<file path="config.mk">
export PLATFORM = sky130hd
export DESIGN_NAME = wide_string_to_integer_parser
export DESIGN_NICKNAME = d
export VERILOG_FILES = /design/src/hdl/wsip_pkg.sv /design/src/hdl/wide_string_to_integer_parser.sv /design/src/hdl/wsip_in_stage.sv /design/src/hdl/wsip_parse_core.sv /design/src/hdl/wsip_out_stage.sv
export VERILOG_INCLUDE_DIRS = /design/src /design/src/hdl
export SDC_FILE = /design/constraint.sdc
export NUM_CORES = 1
export LEC_CHECK = 0
export BUFFER_PORTS_ARGS = -buffer_cell sky130_fd_sc_hd__buf_4
export CORE_MARGIN = 2
export CORE_UTILIZATION = 25
export DETAILED_ROUTE_END_ITERATION = 6
export MAX_ROUTING_LAYER = met4
export PLACE_DENSITY = 0.4
export SLEW_MARGIN = 30
export SYNTH_ARGS = -nofsm -noshare
export SYNTH_HDL_FRONTEND = slang
export SYNTH_SLANG_ARGS = --single-unit
export TNS_END_PERCENT = 10
</file>
<file path="constraint.sdc">
create_clock -name i_clk -period 18.12 [get_ports i_clk]
set_input_delay 2.718 -clock i_clk [delete_from_list [all_inputs] [get_ports i_clk]]
set_output_delay 2.718 -clock i_clk [all_outputs]
set_load 0.03 [all_outputs]
</file>
<file path="src/hdl/wide_string_to_integer_parser_defines.svh">
// assertion macros for the string to integer parser
`ifndef WIDE_STRING_TO_INTEGER_PARSER_DEFINES_SVH
`define WIDE_STRING_TO_INTEGER_PARSER_DEFINES_SVH

`ifndef SYNTHESIS
// antecedent implies consequent in the same cycle
`define WSIP_ASSERT_IMP(label, clk, rst_n, ante, cons) \
    label: assert property (@(posedge clk) disable iff (!rst_n) (ante) |-> (cons)) \
        else $error("assertion failed");
// antecedent implies consequent in the following cycle
`define WSIP_ASSERT_NXT(label, clk, rst_n, ante, cons) \
    label: assert property (@(posedge clk) disable iff (!rst_n) (ante) |=> (cons)) \
        else $error("assertion failed");
`else
`define WSIP_ASSERT_IMP(label, clk, rst_n, ante, cons)
`define WSIP_ASSERT_NXT(label, clk, rst_n, ante, cons)
`endif

`endif

</file>
<file path="src/hdl/wsip_pkg.sv">
package wsip_pkg;

    localparam int VALUE_WIDTH = 32;
    localparam int OUT_WIDTH   = 32;
    localparam int CU_WIDTH    = 16;
    localparam int BASE_WIDTH  = 8;

    localparam logic [7:0] CH_MINUS = 8'h2d;
    localparam logic [7:0] CH_PLUS  = 8'h2b;
    localparam logic [7:0] CH_X     = 8'h78;
    localparam logic [7:0] CH_O     = 8'h6f;
    localparam logic [7:0] CH_B     = 8'h62;
    localparam logic [7:0] CH_0     = 8'h30;
    localparam logic [7:0] CH_9     = 8'h39;
    localparam logic [7:0] CH_A_LC  = 8'h61;
    localparam logic [7:0] CH_F_LC  = 8'h66;
    localparam logic [7:0] CH_A_UC  = 8'h41;
    localparam logic [7:0] CH_Z_UC  = 8'h5a;
    localparam logic [7:0] CASE_OFS = 8'h20;

    localparam logic [BASE_WIDTH-1:0] BASE_DETECT = 8'd0;
    localparam logic [BASE_WIDTH-1:0] BASE_2      = 8'd2;
    localparam logic [BASE_WIDTH-1:0] BASE_8      = 8'd8;
    localparam logic [BASE_WIDTH-1:0] BASE_10     = 8'd10;
    localparam logic [BASE_WIDTH-1:0] BASE_16     = 8'd16;

    localparam logic STATUS_OK      = 1'b0;
    localparam logic STATUS_INVALID = 1'b1;

    typedef enum logic [1:0] {
        PH_SIGN   = 2'd0,
        PH_PREFIX = 2'd1,
        PH_DIGITS = 2'd2,
        PH_STOP   = 2'd3
    } t_phase;

    typedef struct packed {
        logic [CU_WIDTH-1:0]   code_unit;
        logic [BASE_WIDTH-1:0] req_base;
        logic                  first_char;
        logic                  last_char;
        logic                  empty_string;
    } t_item;

    typedef struct packed {
        logic [OUT_WIDTH-1:0] parsed_value;
        logic                 parse_status;
    } t_result;

endpackage

</file>
<file path="src/hdl/wide_string_to_integer_parser.sv">
// a word passes the input register, the combinational parse core and then the result register
// throughput: one word per cycle unless stalled, set by the input and result registers
// a stalled result register holds a full input register, which then holds o_ready low
// reset: synchronous, active low; clears both valid flags and the parse state
`include "wide_string_to_integer_parser_defines.svh"
module wide_string_to_integer_parser
    import wsip_pkg::*;
(
    input  logic                   i_clk,
    input  logic                   i_rst_n,
    input  logic                   i_valid,
    output logic                   o_ready,
    input  logic [CU_WIDTH-1:0]    i_code_unit,
    input  logic [BASE_WIDTH-1:0]  i_req_base,
    input  logic                   i_first_char,
    input  logic                   i_last_char,
    input  logic                   i_empty_string,
    output logic                   o_valid,
    input  logic                   i_ready,
    output logic [OUT_WIDTH-1:0]   o_parsed_value,
    output logic                   o_parse_status
);

    t_item   in_item;
    t_item   stage_item;
    logic    stage_valid;
    logic    advance;
    logic    fire;
    logic    res_valid;
    t_result res;
    t_result out_res;

    assign in_item.code_unit    = i_code_unit;
    assign in_item.req_base     = i_req_base;
    assign in_item.first_char   = i_first_char;
    assign in_item.last_char    = i_last_char;
    assign in_item.empty_string = i_empty_string;

    assign fire = stage_valid && advance;

    wsip_in_stage u_in_stage (
        .i_clk     (i_clk),
        .i_rst_n   (i_rst_n),
        .i_valid   (i_valid),
        .o_ready   (o_ready),
        .i_item    (in_item),
        .i_advance (advance),
        .o_valid   (stage_valid),
        .o_item    (stage_item)
    );

    wsip_parse_core u_core (
        .i_clk       (i_clk),
        .i_rst_n     (i_rst_n),
        .i_fire      (fire),
        .i_item      (stage_item),
        .o_res_valid (res_valid),
        .o_res       (res)
    );

    wsip_out_stage u_out_stage (
        .i_clk     (i_clk),
        .i_rst_n   (i_rst_n),
        .i_load    (fire && res_valid),
        .i_res     (res),
        .i_ready   (i_ready),
        .o_advance (advance),
        .o_valid   (o_valid),
        .o_res     (out_res)
    );

    assign o_parsed_value = out_res.parsed_value;
    assign o_parse_status = out_res.parse_status;

    // an empty string word always comes out as an invalid zero
    `WSIP_ASSERT_NXT(a_empty_invalid, i_clk, i_rst_n,
        fire && stage_item.empty_string,
        o_valid && o_parse_status == STATUS_INVALID && o_parsed_value == '0)
    // invalid status never carries a value
    `WSIP_ASSERT_IMP(a_invalid_zero, i_clk, i_rst_n,
        o_valid && o_parse_status == STATUS_INVALID, o_parsed_value == '0)
    // a held word is never dropped while the result side stalls
    `WSIP_ASSERT_NXT(a_hold_word, i_clk, i_rst_n,
        stage_valid && !advance, stage_valid && $stable(stage_item))
    // with the result register stalled, ready may only show an empty input register
    `WSIP_ASSERT_IMP(a_ready_stall, i_clk, i_rst_n,
        o_ready && o_valid && !i_ready, !stage_valid)

endmodule

</file>
<file path="src/hdl/wsip_in_stage.sv">
module wsip_in_stage
    import wsip_pkg::*;
(
    input  logic  i_clk,
    input  logic  i_rst_n,
    input  logic  i_valid,
    output logic  o_ready,
    input  t_item i_item,
    input  logic  i_advance,
    output logic  o_valid,
    output t_item o_item
);

    logic  r_valid;
    t_item r_item;

    // the held word leaves whenever the result side can move
    assign o_ready = !r_valid || i_advance;
    assign o_valid = r_valid;
    assign o_item  = r_item;

    always_ff @(posedge i_clk) begin
        if (!i_rst_n) begin
            r_valid <= 1'b0;
        end else if (o_ready) begin
            r_valid <= i_valid;
        end
    end

    always_ff @(posedge i_clk) begin
        if (o_ready && i_valid) begin
            r_item <= i_item;
        end
    end

endmodule

</file>
<file path="src/hdl/wsip_parse_core.sv">
module wsip_parse_core
    import wsip_pkg::*;
(
    input  logic    i_clk,
    input  logic    i_rst_n,
    input  logic    i_fire,
    input  t_item   i_item,
    output logic    o_res_valid,
    output t_result o_res
);

    t_phase                 r_phase, n_phase;
    logic                   r_neg, n_neg;
    logic [BASE_WIDTH-1:0]  r_base, n_base;
    logic [VALUE_WIDTH-1:0] r_acc, n_acc;

    function automatic logic base_ok(input logic [BASE_WIDTH-1:0] b);
        return (b == BASE_2) || (b == BASE_8) || (b == BASE_10) || (b == BASE_16);
    endfunction

    always_comb begin
        t_phase                 ph;
        logic                   neg;
        logic [BASE_WIDTH-1:0]  base;
        logic [VALUE_WIDTH-1:0] acc;
        logic [VALUE_WIDTH-1:0] acc_mul;
        logic [VALUE_WIDTH-1:0] val;
        logic [7:0]             c;
        logic [3:0]             d;
        logic                   is_digit;
        logic                   done;

        ph       = r_phase;
        neg      = r_neg;
        base     = r_base;
        acc      = r_acc;
        acc_mul  = '0;
        val      = '0;
        d        = '0;
        is_digit = 1'b0;
        done     = 1'b0;

        if (i_item.first_char) begin
            ph   = PH_SIGN;
            neg  = 1'b0;
            base = i_item.req_base;
            acc  = '0;
        end

        c = i_item.code_unit[7:0];
        if (c >= CH_A_UC && c <= CH_Z_UC) begin
            c = 8'(c + CASE_OFS);
        end

        if (ph == PH_SIGN) begin
            ph = PH_PREFIX;
            if (c == CH_MINUS) begin
                neg  = 1'b1;
                done = 1'b1;
            end else if (c == CH_PLUS) begin
                done = 1'b1;
            end
        end

        if (!done && ph == PH_PREFIX) begin
            ph = PH_DIGITS;
            if (base == BASE_DETECT) begin
                done = 1'b1;
                if (c == CH_X) begin
                    base = BASE_16;
                end else if (c == CH_O) begin
                    base = BASE_8;
                end else if (c == CH_B) begin
                    base = BASE_2;
                end else begin
                    base = BASE_10;
                    done = 1'b0;
                end
            end
        end

        if (c >= CH_0 && c <= CH_9) begin
            d        = 4'(c - CH_0);
            is_digit = 1'b1;
        end else if (c >= CH_A_LC && c <= CH_F_LC) begin
            d        = 4'(c - CH_A_LC + BASE_10);
            is_digit = 1'b1;
        end

        // only bases 2, 8, 10 and 16 are used, so the multiply is shifts and one add
        case (base)
            BASE_2:  acc_mul = acc << 1;
            BASE_8:  acc_mul = acc << 3;
            BASE_16: acc_mul = acc << 4;
            default: acc_mul = (acc << 3) + (acc << 1);
        endcase

        if (!done && ph == PH_DIGITS) begin
            if (!base_ok(base) || !is_digit || ({4'd0, d} >= base)) begin
                ph = PH_STOP;
            end else begin
                acc = acc_mul + VALUE_WIDTH'(d);
            end
        end

        val = neg ? -acc : acc;

        o_res_valid        = i_item.empty_string || i_item.last_char;
        o_res.parsed_value = '0;
        o_res.parse_status = STATUS_INVALID;
        if (!i_item.empty_string && base_ok(base)) begin
            o_res.parsed_value = OUT_WIDTH'(val);
            o_res.parse_status = STATUS_OK;
        end

        if (o_res_valid) begin
            n_phase = PH_SIGN;
            n_neg   = 1'b0;
            n_base  = BASE_DETECT;
            n_acc   = '0;
        end else begin
            n_phase = ph;
            n_neg   = neg;
            n_base  = base;
            n_acc   = acc;
        end
    end

    always_ff @(posedge i_clk) begin
        if (!i_rst_n) begin
            r_phase <= PH_SIGN;
            r_neg   <= 1'b0;
            r_base  <= BASE_DETECT;
            r_acc   <= '0;
        end else if (i_fire) begin
            r_phase <= n_phase;
            r_neg   <= n_neg;
            r_base  <= n_base;
            r_acc   <= n_acc;
        end
    end

endmodule

</file>
<file path="src/hdl/wsip_out_stage.sv">
module wsip_out_stage
    import wsip_pkg::*;
(
    input  logic    i_clk,
    input  logic    i_rst_n,
    input  logic    i_load,
    input  t_result i_res,
    input  logic    i_ready,
    output logic    o_advance,
    output logic    o_valid,
    output t_result o_res
);

    logic    r_valid;
    t_result r_res;

    assign o_advance = !r_valid || i_ready;
    assign o_valid   = r_valid;
    assign o_res     = r_res;

    always_ff @(posedge i_clk) begin
        if (!i_rst_n) begin
            r_valid <= 1'b0;
        end else if (o_advance) begin
            r_valid <= i_load;
        end
    end

    always_ff @(posedge i_clk) begin
        if (o_advance && i_load) begin
            r_res <= i_res;
        end
    end

endmodule
</file>
Word level (Yosys, flattened, before mapping)
Cells that the tools add are included.
{ "totals": {"register_bits": 97, "inputBits": 31, "output_inout_bits": 35, "word_cells": 102} }
{ "op_classes": {"n_addsub": 7, "magnitude_cmp": 7, "eq_ne": 11, "mux": 37, "n_reduce_logical": 27} }
{ "op_table": {"columns": ["cell", "count"], "rows": [
  ["two-way mux 32 bit", 5],
  ["one-hot mux 32 bit (3 select lines)", 1],
  ["two-way mux 8 bit", 7],
  ["adder 32 bit", 1],
  ["adder 32 x 4 -> 32 bit", 1],
  ["negator 32 bit", 1],
  ["== test 8 x 7 -> 1 bit (second input constant)", 3],
  ["== test 8 x 4 -> 1 bit (second input constant)", 2],
  ["== test 8 x 6 -> 1 bit (second input constant)", 2],
  [">= comparator 8 x 7 -> 1 bit (second input constant)", 2],
  ["<= comparator 8 x 7 -> 1 bit (second input constant)", 2],
  ["two-way mux 1 bit", 15],
  ["two-way mux 2 bit", 6],
  ["two-way mux 4 bit", 3],
  ["logical AND 1 bit", 10],
  ["adder 8 x 6 -> 8 bit (second input constant)", 1],
  ["== test 8 x 2 -> 1 bit (second input constant)", 1],
  ["== test 8 x 5 -> 1 bit (second input constant)", 1],
  [">= comparator 4 x 8 -> 1 bit", 1],
  [">= comparator 8 x 6 -> 1 bit (second input constant)", 1],
  ["<= comparator 8 x 6 -> 1 bit (second input constant)", 1],
  ["zero test 8 bit", 1],
  ["logical OR 1 bit", 8],
  ["subtractor 4 x 1 -> 4 bit (second input constant)", 2],
  ["5 further kinds", 11]
]} }

Logic depth before layout (Yosys ltp)
Gate-level depths: netlist of the first run.
{ "depth": {"ltp_word": 21, "mapped_depth": 32, "ltp_nobuf": 27} }

Hierarchy
From an unflattened synthesis of the first run, not the netlist that was laid out.
{ "unflattened": {"cells_unflattened": 1096, "hier_area_um2": 9044.9} }
{ "modules_own_cells": {"columns": ["mod", "instances", "cells_per_inst", "area_per_inst_um2", "seq_area_each_um2"], "rows": [
  ["wsip_parse_core", 1, 1024, 7115.6, 860.8],
  ["wsip_out_stage", 1, 38, 1048.5, 1011.0],
  ["wsip_in_stage", 1, 32, 868.3, 830.8],
  ["wide_string_to_integer_parser", 1, 2, 12.5, 0.0]
]} }

Worst setup path before layout of the first run
Ideal clock, no wire load.
{ "synth_path": {"path_kind": "reg2reg", "startpoint": "register u_in_stage.r_item (netlist bit u_in_stage.o_item[12])", "endpoint": "register u_out_stage.r_res (netlist bit u_out_stage.o_res[29]) (data pin)", "setup_time_ps": 266, "t_arrival_ps": 6677, "required_time_ps": 17854, "setup_slack_ps": 11177, "path_stages_with_launch": 33, "period_less_slack_ps": 6943, "path_cell_list": "edfxtp_1 inv_1 ha_1 nor3b_1 o2bb2ai_2 a2111oi_4 mux2i_1 nor4b_2 mux2i_1 ha_1 nand2b_1 a21o_1 a21o_1 a21oi_1 o32a_1 o21ai_1 nand2b_1 buf_4 buf_6 buf_6 clkbuf_1 clkbuf_1 nor2_1 a21oi_1 ha_1 o21ai_0 nor3b_1 nand3_1 o41ai_1 o21a_1 a21boi_1 xnor2_1 nor2_1"} }
{ "synth_via": {"elab_chain_cells": 21, "word_cells_on_any_way": 63, "classes_between": "add/sub: 6; order compare: 7; eq/ne: 10; mux: 25; reduce/logical: 15"} }
{ "synth_lines": {"columns": ["item", "line", "text"], "rows": [
  ["start: declaration", "wsip_in_stage.sv:15", "t_item r_item;"],
  ["start signal: assignment", "wsip_in_stage.sv:32", "r_item <= i_item;"],
  [">= comparator 8 x 7 -> 1 bit or <= comparator 8 x 7 -> 1 bit (tied branches)", "wsip_parse_core.sv:51", "if (c >= CH_A_UC && c <= CH_Z_UC) begin"],
  ["logical AND 1 bit", "wsip_parse_core.sv:51", null],
  ["two-way mux 8 bit (*)", "wsip_parse_core.sv:51", null],
  ["parallel branches: the longest is 18 deep, another holds adder 32 x 4 -> 32 bit", null, null],
  ["end signal: assignment", "wsip_out_stage.sv:31", "r_res <= i_res;"],
  ["end: declaration", "wsip_out_stage.sv:15", "t_result r_res;"]
]} }
Every way passes the cells marked *.
A chain may end at the register's enable or synchronous reset.

Worst setup path after layout of the first run
{ "layout_path": {"startpoint": "register u_in_stage.r_item (netlist bit u_in_stage.o_item[12])", "endpoint": "register u_out_stage.r_res (netlist bit u_out_stage.o_res[32]) (data pin)"} }
The elaborated chain is that of the path after synthesis.

==> results.txt, run 1 <==
status - complete, but fails checks
failing checks - design-rule violations
Layout Skew - 7.59 ps
Initial DRC Count - 530
drt drc - 1
Fillers - 3,920
area share of the largest cell type after synthesis - 17.1%
DPL Wire Length - 21,800 µm
via count - 8,350
Arr. time, crit path - 8380 ps
vias in the first global route - 8,425
crit share post-route - 44.9%
Die Ht - 195 µm
routability cong. - 0.823
# port buffers - 57
Routed WL - 28,400 µm
synth unique cells - 91
Synth Net Count - 1,187
Net Sw Frac - 28.6%
setup tns final - 0 ps
Post-Layout Inst Area - 10,300 µm²
core area - 36,300 µm²
Sequential Power Share - 46.7%
CTS resizes - 0
Clock Path Buffers - 2
final setup violation count - 0
Synth Instances - 1,111
Sw Pwr - 0.147 mW
Ys Warns - 0
register bit total from synthesis - 97
clock sink total - 97
synthesized area - 9150 µm²
first-pass GRT wire length - 45,800 µm
met1 WL - 12,800 µm
Nets - 1,211
CP required - 18,350 ps
final hold viol count - 0
Pwr per Cell Area - 50.0 nW/µm²
initial antenna violation count - 0
asr flop ratio synth - 0%
share of cells above drive strength 1 - 12.3%
Detail Route Antenna Nets - 0
pin count of the biggest net entering global routing - 58
Placement Cell Area - 9950 µm²
root buffer cell - clkbuf_16
clk slew on worst S/H paths - 70 ps
Pins Over Slew Limit - 0
internal power - 0.366 mW
Ports - 66
met3 WL - 809 µm
total CTS buffers - 9
slew margin rel. - 39.4%
part of the power in combinational logic - 13.7%
Startpoint Class - register
post-CTS setup buffers - 0
Tmin final - 8140 ps
top_reg_cell synth - edfxtp_1
Peak VDD IR - 42.5 µV
Area growth syn-to-layout - 12.2%
CTS tree - built
Slew @ Worst Pin - 910 ps
CTS Hold Bufs - 0
GRT Total Usage - 15.4%
Syn Area/Cell - 8.23 µm²
GR Overflow Total - 0
most area-hungry cell type in the Yosys netlist - edfxtp_1
drt wl/cell - 17.7 µm
H-tree levels - 3
unrepaired setup endpoints after global routing - false
sequential share of the synthesized area - 26.9%
top post-synthesis cells by area - edfxtp_1 (17%), dfxtp_1 (9.9%), ha_1 (5.9%)
Clk pwr share - 39.6%
n_diodes - 0
Max Used Layer - met4
initial core utilization - 25.2%
Post-synth EDFFs - 52
Die W - 195 µm
first drt pass iteration count - 7
Worst Hold Class - register to register
Die ar. - 38,100 µm²
vias per cell - 5.19
Max-cap violations - 0
start-to-end type of the worst setup path - register to register
Leakage - 4.01 nW
Peak Freq - 123 MHz
metal2 WL - 14,600 µm
maximum fanout along the worst path - 57
Worst Setup End Kind - register
Skew-Pair Late Insertion Delay - 360 ps
row count - 70
## routing by layer
metal,up-vias,global-route usage [%]
li1,4215,-
met5,-,-
met4,0,2.60
met2,132,27.9
met3,18,2.04
met1,3985,18.5
## layout by cell type, fill, tap and decap left out, drive strengths merged, types with 30 or more instances in the layout
master	synthesis	final
a21oi	55	55
ha	43	43
nor3	30	30
edfxtp	52	52
o21ai	70	70
nor2	92	92
buf	29	75
dfxtp	45	45
xnor2	42	42
nor2b	42	42
inv	40	43
nand2	111	111
and2	31	31
## critical path, stage by stage, from the launching register on
cell       delay [ps]
edfxtp_1          500
inv_1             130
ha_1              210
nor3b_1           180
o2bb2ai_2         210
a2111oi_4         610
mux2i_1           220
nor4b_2           550
mux2i_1           310
ha_1              350
nand2b_1           90
a21o_1            100
a21o_1            120
a21oi_1            60
o32a_1            360
o21ai_1           150
nand2b_2          160
buf_4             480
nor2_1            120
a221o_1           340
nor3b_1           640
o2111ai_1         320
nor4_1            680
nand2_1           230
or4_1             480
a211o_1           310
nand2_1            50
## registers in the layout, indices dropped and copies added (netlist names)
| name | count |
|---|---|
| u_out_stage.o_res | 33 |
| u_in_stage.o_valid | 1 |
| u_core.r_phase | 2 |
| u_in_stage.o_item | 19 |
| u_out_stage.o_valid | 1 |
| u_core.r_acc | 32 |
| u_core.r_base | 8 |
| u_core.r_neg | 1 |
## metrics by stage
step           setup slack, ps  instances  total power [mW]  utilization [%]  hold slack [ps]
5_1_grt                   9240       1608             0.534             28.2              516
3_5_place_dp              9860       1592             0.314             27.4              478
4_1_cts                   9820       1608             0.520             28.2              488
2_1_floorplan            11180       1111             0.292                -              451
3_3_place_gp              9930       1591             0.314             27.3              466
6_report                  9980       1608             0.513             28.2              484
## logic make-up (layout without fill, tap and decap cells)
logic type | count (synthesis) | after routing | share of synthesized area, %
XOR/XNOR | 67 | 67 | 6.42
multiplexers | 20 | 20 | 2.28
adder cells (fa/ha/maj) | 45 | 45 | 6.32
buffers and inverters | 102 | 131 | 5.71
flip-flops | 97 | 97 | 26.9
AND/OR/NAND/NOR | 428 | 428 | 24.7
AO/OA/AOI/OAI | 352 | 352 | 27.6
## power by group through the flow
| stage | combinational (mW) | sequential (mW) | clock [mW] |
|---|---|---|---|
| after floorplan | 0.0475 | 0.244 | 0 |
| after global placement | 0.0693 | 0.245 | 0 |
| after detailed placement | 0.0698 | 0.245 | 0 |
| after CTS | 0.0701 | 0.239 | 0.210 |
| after global routing | 0.0768 | 0.240 | 0.217 |
| final | 0.0701 | 0.239 | 0.203 |
## final timing paths
| kind | startpoint | to | slack, ps | cells after the start |
|---|---|---|---|---|
| setup / recovery | u_in_stage.o_item[12] | u_out_stage.o_res[32] | 9980 | 26 |
| hold / removal | u_core.r_base[4] | u_core.r_base[4] | 480 | 2 |
| setup reg to reg | u_in_stage.o_item[12] | u_out_stage.o_res[32] | 9980 | 26 |
| hold reg to reg | u_core.r_base[4] | u_core.r_base[4] | 480 | 2 |
## Yosys cell counts (all sizes together), types with 11 or more instances
| cell | instances |
|---|---|
| nand3 | 26 |
| inv | 40 |
| a21oi | 55 |
| a21o | 26 |
| o21ai | 70 |
| buf | 29 |
| and2 | 31 |
| a22oi | 18 |
| and3 | 13 |
| o21a | 11 |
| xor2 | 25 |
| nor2b | 42 |
| o211ai | 15 |
| a21boi | 13 |
| nor2 | 92 |
| nor4 | 13 |
| nand2 | 111 |
| a31oi | 13 |
| a211oi | 12 |
| dfxtp | 45 |
| ha | 43 |
| xnor2 | 42 |
| edfxtp | 52 |
| clkbuf | 33 |
| nor3 | 30 |
| mux2i | 16 |
## layout make-up
type	count	area, µm²	share of cell area, %
clock buffer	9	225	2.19
clock inverter	7	77.6	0.756
inverter	40	150	1.46
sequential	97	2460	24.0
multi-input combinational	912	6200	60.4
tap	468	586	5.71
timing repair buffer	75	563	5.49
(Power assumes the default switching activity.)
==> run 2: changes to the inputs <==
--- a/config.mk
+++ b/config.mk
@@ -11,7 +11,7 @@
 export CORE_UTILIZATION = 25
 export DETAILED_ROUTE_END_ITERATION = 6
 export MAX_ROUTING_LAYER = met4
-export PLACE_DENSITY = 0.4
+export PLACE_DENSITY = 0.41
 export SLEW_MARGIN = 30
 export SYNTH_ARGS = -nofsm -noshare
 export SYNTH_HDL_FRONTEND = slang
==> constraint.sdc (replaced) <==
create_clock -name i_clk -period 6.74 [get_ports i_clk]
set_input_delay 1.011 -clock i_clk [delete_from_list [all_inputs] [get_ports i_clk]]
set_output_delay 1.011 -clock i_clk [all_outputs]
set_load 0.03 [all_outputs]
==> run 2 against run 1 <==
Compared with the run above:
- critical path depth down 4
- the run now ends clean
- critical endpoint unchanged
- utilization increased by 2.1 points
- first-iteration DRC count up 1.7%
- combinational power rose to 3.0 times the previous value
- wire length increased by 6.4%
- sequential power increased to 2.7 times the previous value
- global-route usage grew 0.81 points
- final area is 7.4% higher
- die area unchanged
- sequential share of layout area is 1.7 points lower
- hold slack better by 4.3 ps
==> results.txt, run 2 (synthesized netlist as in run 1, its figures left out) <==
row count - 70 (unchanged)
Post-Layout Inst Area - 11,000 µm² (+7.4%)
CP peak stage delay - 650 ps (-30 ps)
max FFs per register - 33 (unchanged)
first-pass GRT wire length - 47,900 µm (+4.6%)
Clock Path Buffers - 2 (unchanged)
Worst Setup End Kind - register
core area - 36,300 µm² (unchanged)
share of cells above drive strength 1 - 19.3% (+7.0 points)
total CTS buffers - 9 (unchanged)
Nets - 1,303 (+7.6%)
GR Overflow Total - 0 (unchanged)
Ports - 66 (unchanged)
vias in the first global route - 8,793 (+4.4%)
clock sink total - 97 (unchanged)
drt drc - 0 (-1)
status - complete, no violations
Reg area - 2460 µm² (unchanged)
CP required - 6970 ps (-11,380 ps)
Leakage - 4.48 nW (+12%)
Peak VDD IR - 118 µV (+180%)
via count - 8,710 (+4.3%)
Layout Skew - 9.76 ps (+2.18 ps)
Area growth syn-to-layout - 20.5%
Routed WL - 30,300 µm (+6.4%)
Pins Over Slew Limit - 0 (unchanged)
vias per cell - 5.12 (-1.3%)
Peak Freq - 158 MHz (+28%)
Die Ht - 195 µm (unchanged)
Die W - 195 µm (unchanged)
Worst Hold Class - register to register
crit path cell chain - inv_1, ha_1, nor3b_2, o2bb2ai_2, a2111oi_4, mux2_2, o21ai_0, a21o_1, a21oi_1, a221o_1, ha_1, a21oi_1, a21oi_1, nand2_1, or4_4, nor4b_2, xnor2_1, nand2_1, or3b_1, or4_1, a211o_1, nand2_1
crit share post-route - 94.1% (+49 points)
Placement Cell Area - 10,600 µm² (+6.4%)
CTS tree - built
Fillers - 3,916 (-0.10%)
root buffer cell - clkbuf_16
initial core utilization - 25.2% (unchanged)
total chip power - 1.36 mW (+160%)
most common cell after layout, fill and taps aside - buf_4
slew margin rel. - 46.4% (+7.1 points)
final hold viol count - 0 (unchanged)
slowest cell on the critical path - or4_4
Startpoint Class - register
Detail Route Antenna Nets - 0 (unchanged)
Final Core Density - 30.3% (+2.1 points)
n_diodes - 0 (unchanged)
GRT Total Usage - 16.2% (+0.81 points)
Die ar. - 38,100 µm² (unchanged)
drt wl/cell - 17.8 µm (+0.66%)
Tmin final - 6350 ps (-1800 ps)
routability cong. - 0.870 (+5.8%)
DPL Wire Length - 23,800 µm (+9.0%)
maximum fanout along the worst path - 9 (-84%)
# port buffers - 57 (unchanged)
commonest non-fill, non-tap cells in the layout - buf_4 (164), nand2_1 (111), nor2_1 (91)
start-to-end type of the worst setup path - register to register
first drt pass iteration count - 7 (unchanged)
initial antenna violation count - 0 (unchanged)
Max-cap violations - 0 (unchanged)
CP bufs+invs - 1 (-1)
Skew-Pair Late Insertion Delay - 360 ps (about the same)
clk slew on worst S/H paths - 70 ps (about the same)
H-tree levels - 3 (unchanged)
Slew @ Worst Pin - 803 ps (-106 ps)
area of the multi-input gates - 6260 µm² (+0.97%)
CP top delay family - simple AND/OR/NAND/NOR gates
Pwr per Cell Area - 123 nW/µm² (+150%)
Arr. time, crit path - 6570 ps (-1810 ps)
final setup violation count - 0 (unchanged)
pin count of the biggest net entering global routing - 46 (-21%)
Initial DRC Count - 539 (+1.7%)
[run 2: cell types whose count changed in the layout (fill, tap and decap cells not counted), sizes merged]
cell,change
buf,+91
bufinv,-1
clkbuf,+3
clkinv,-2
clkinvlp,+1
[run 2: through the flow]
step           hold WS (ps)  setup slack, ps  setup TNS, ps  cells
2_1_floorplan           451             50.8              0   1111
4_1_cts                 492              177              0   1689
3_5_place_dp            480              217              0   1673
6_report                488              395              0   1700
3_3_place_gp            467              234              0   1673
5_1_grt                 516            -3.71          -3.71   1700
[run 2: area by class of cell]
type,count,area share (%)
Inverter,40,1.36
Clock inverter,5,0.329
Multi-Input combinational cell,912,56.8
Tap cell,468,5.31
Clock buffer,11,2.20
Timing Repair Buffer,167,11.7
Sequential cell,97,22.3
[run 2: final timing paths]
kind         slack [ps]                    end  cells after the start             startpoint
max reg2reg         390  u_out_stage.o_res[32]                     22  u_in_stage.o_item[11]
max                 390  u_out_stage.o_res[32]                     22  u_in_stage.o_item[11]
min                 490       u_core.r_acc[31]                      2       u_core.r_acc[31]
min reg2reg         490       u_core.r_acc[31]                      2       u_core.r_acc[31]
[run 2: where the power goes]
| part | switching [mW] | internal, mW |
|---|---|---|
| combinational | 0.136 | 0.0738 |
| clock | 0.242 | 0.263 |
| sequential | 0.00837 | 0.633 |
[run 2: tightest hold or removal path, cell delays in order, from the launching register on]
cell	delay, ps
dfxtp_1	310
o21ai_0	60
a21boi_0	70
[run 2: timing repair]
action                     4_1_cts  5_1_grt
setup endpoints to repair        0       12
setup buffers                    0       10
resized for setup                0       14
hold buffers                     0        0
[run 2: metal layers]
metal	up-vias	routed length (µm)	global-route usage [%]
met4	0	465	2.94
li1	4389	-	-
met5	-	0	-
met2	145	15700	30.1
met1	4150	13300	18.8
met3	26	846	2.12
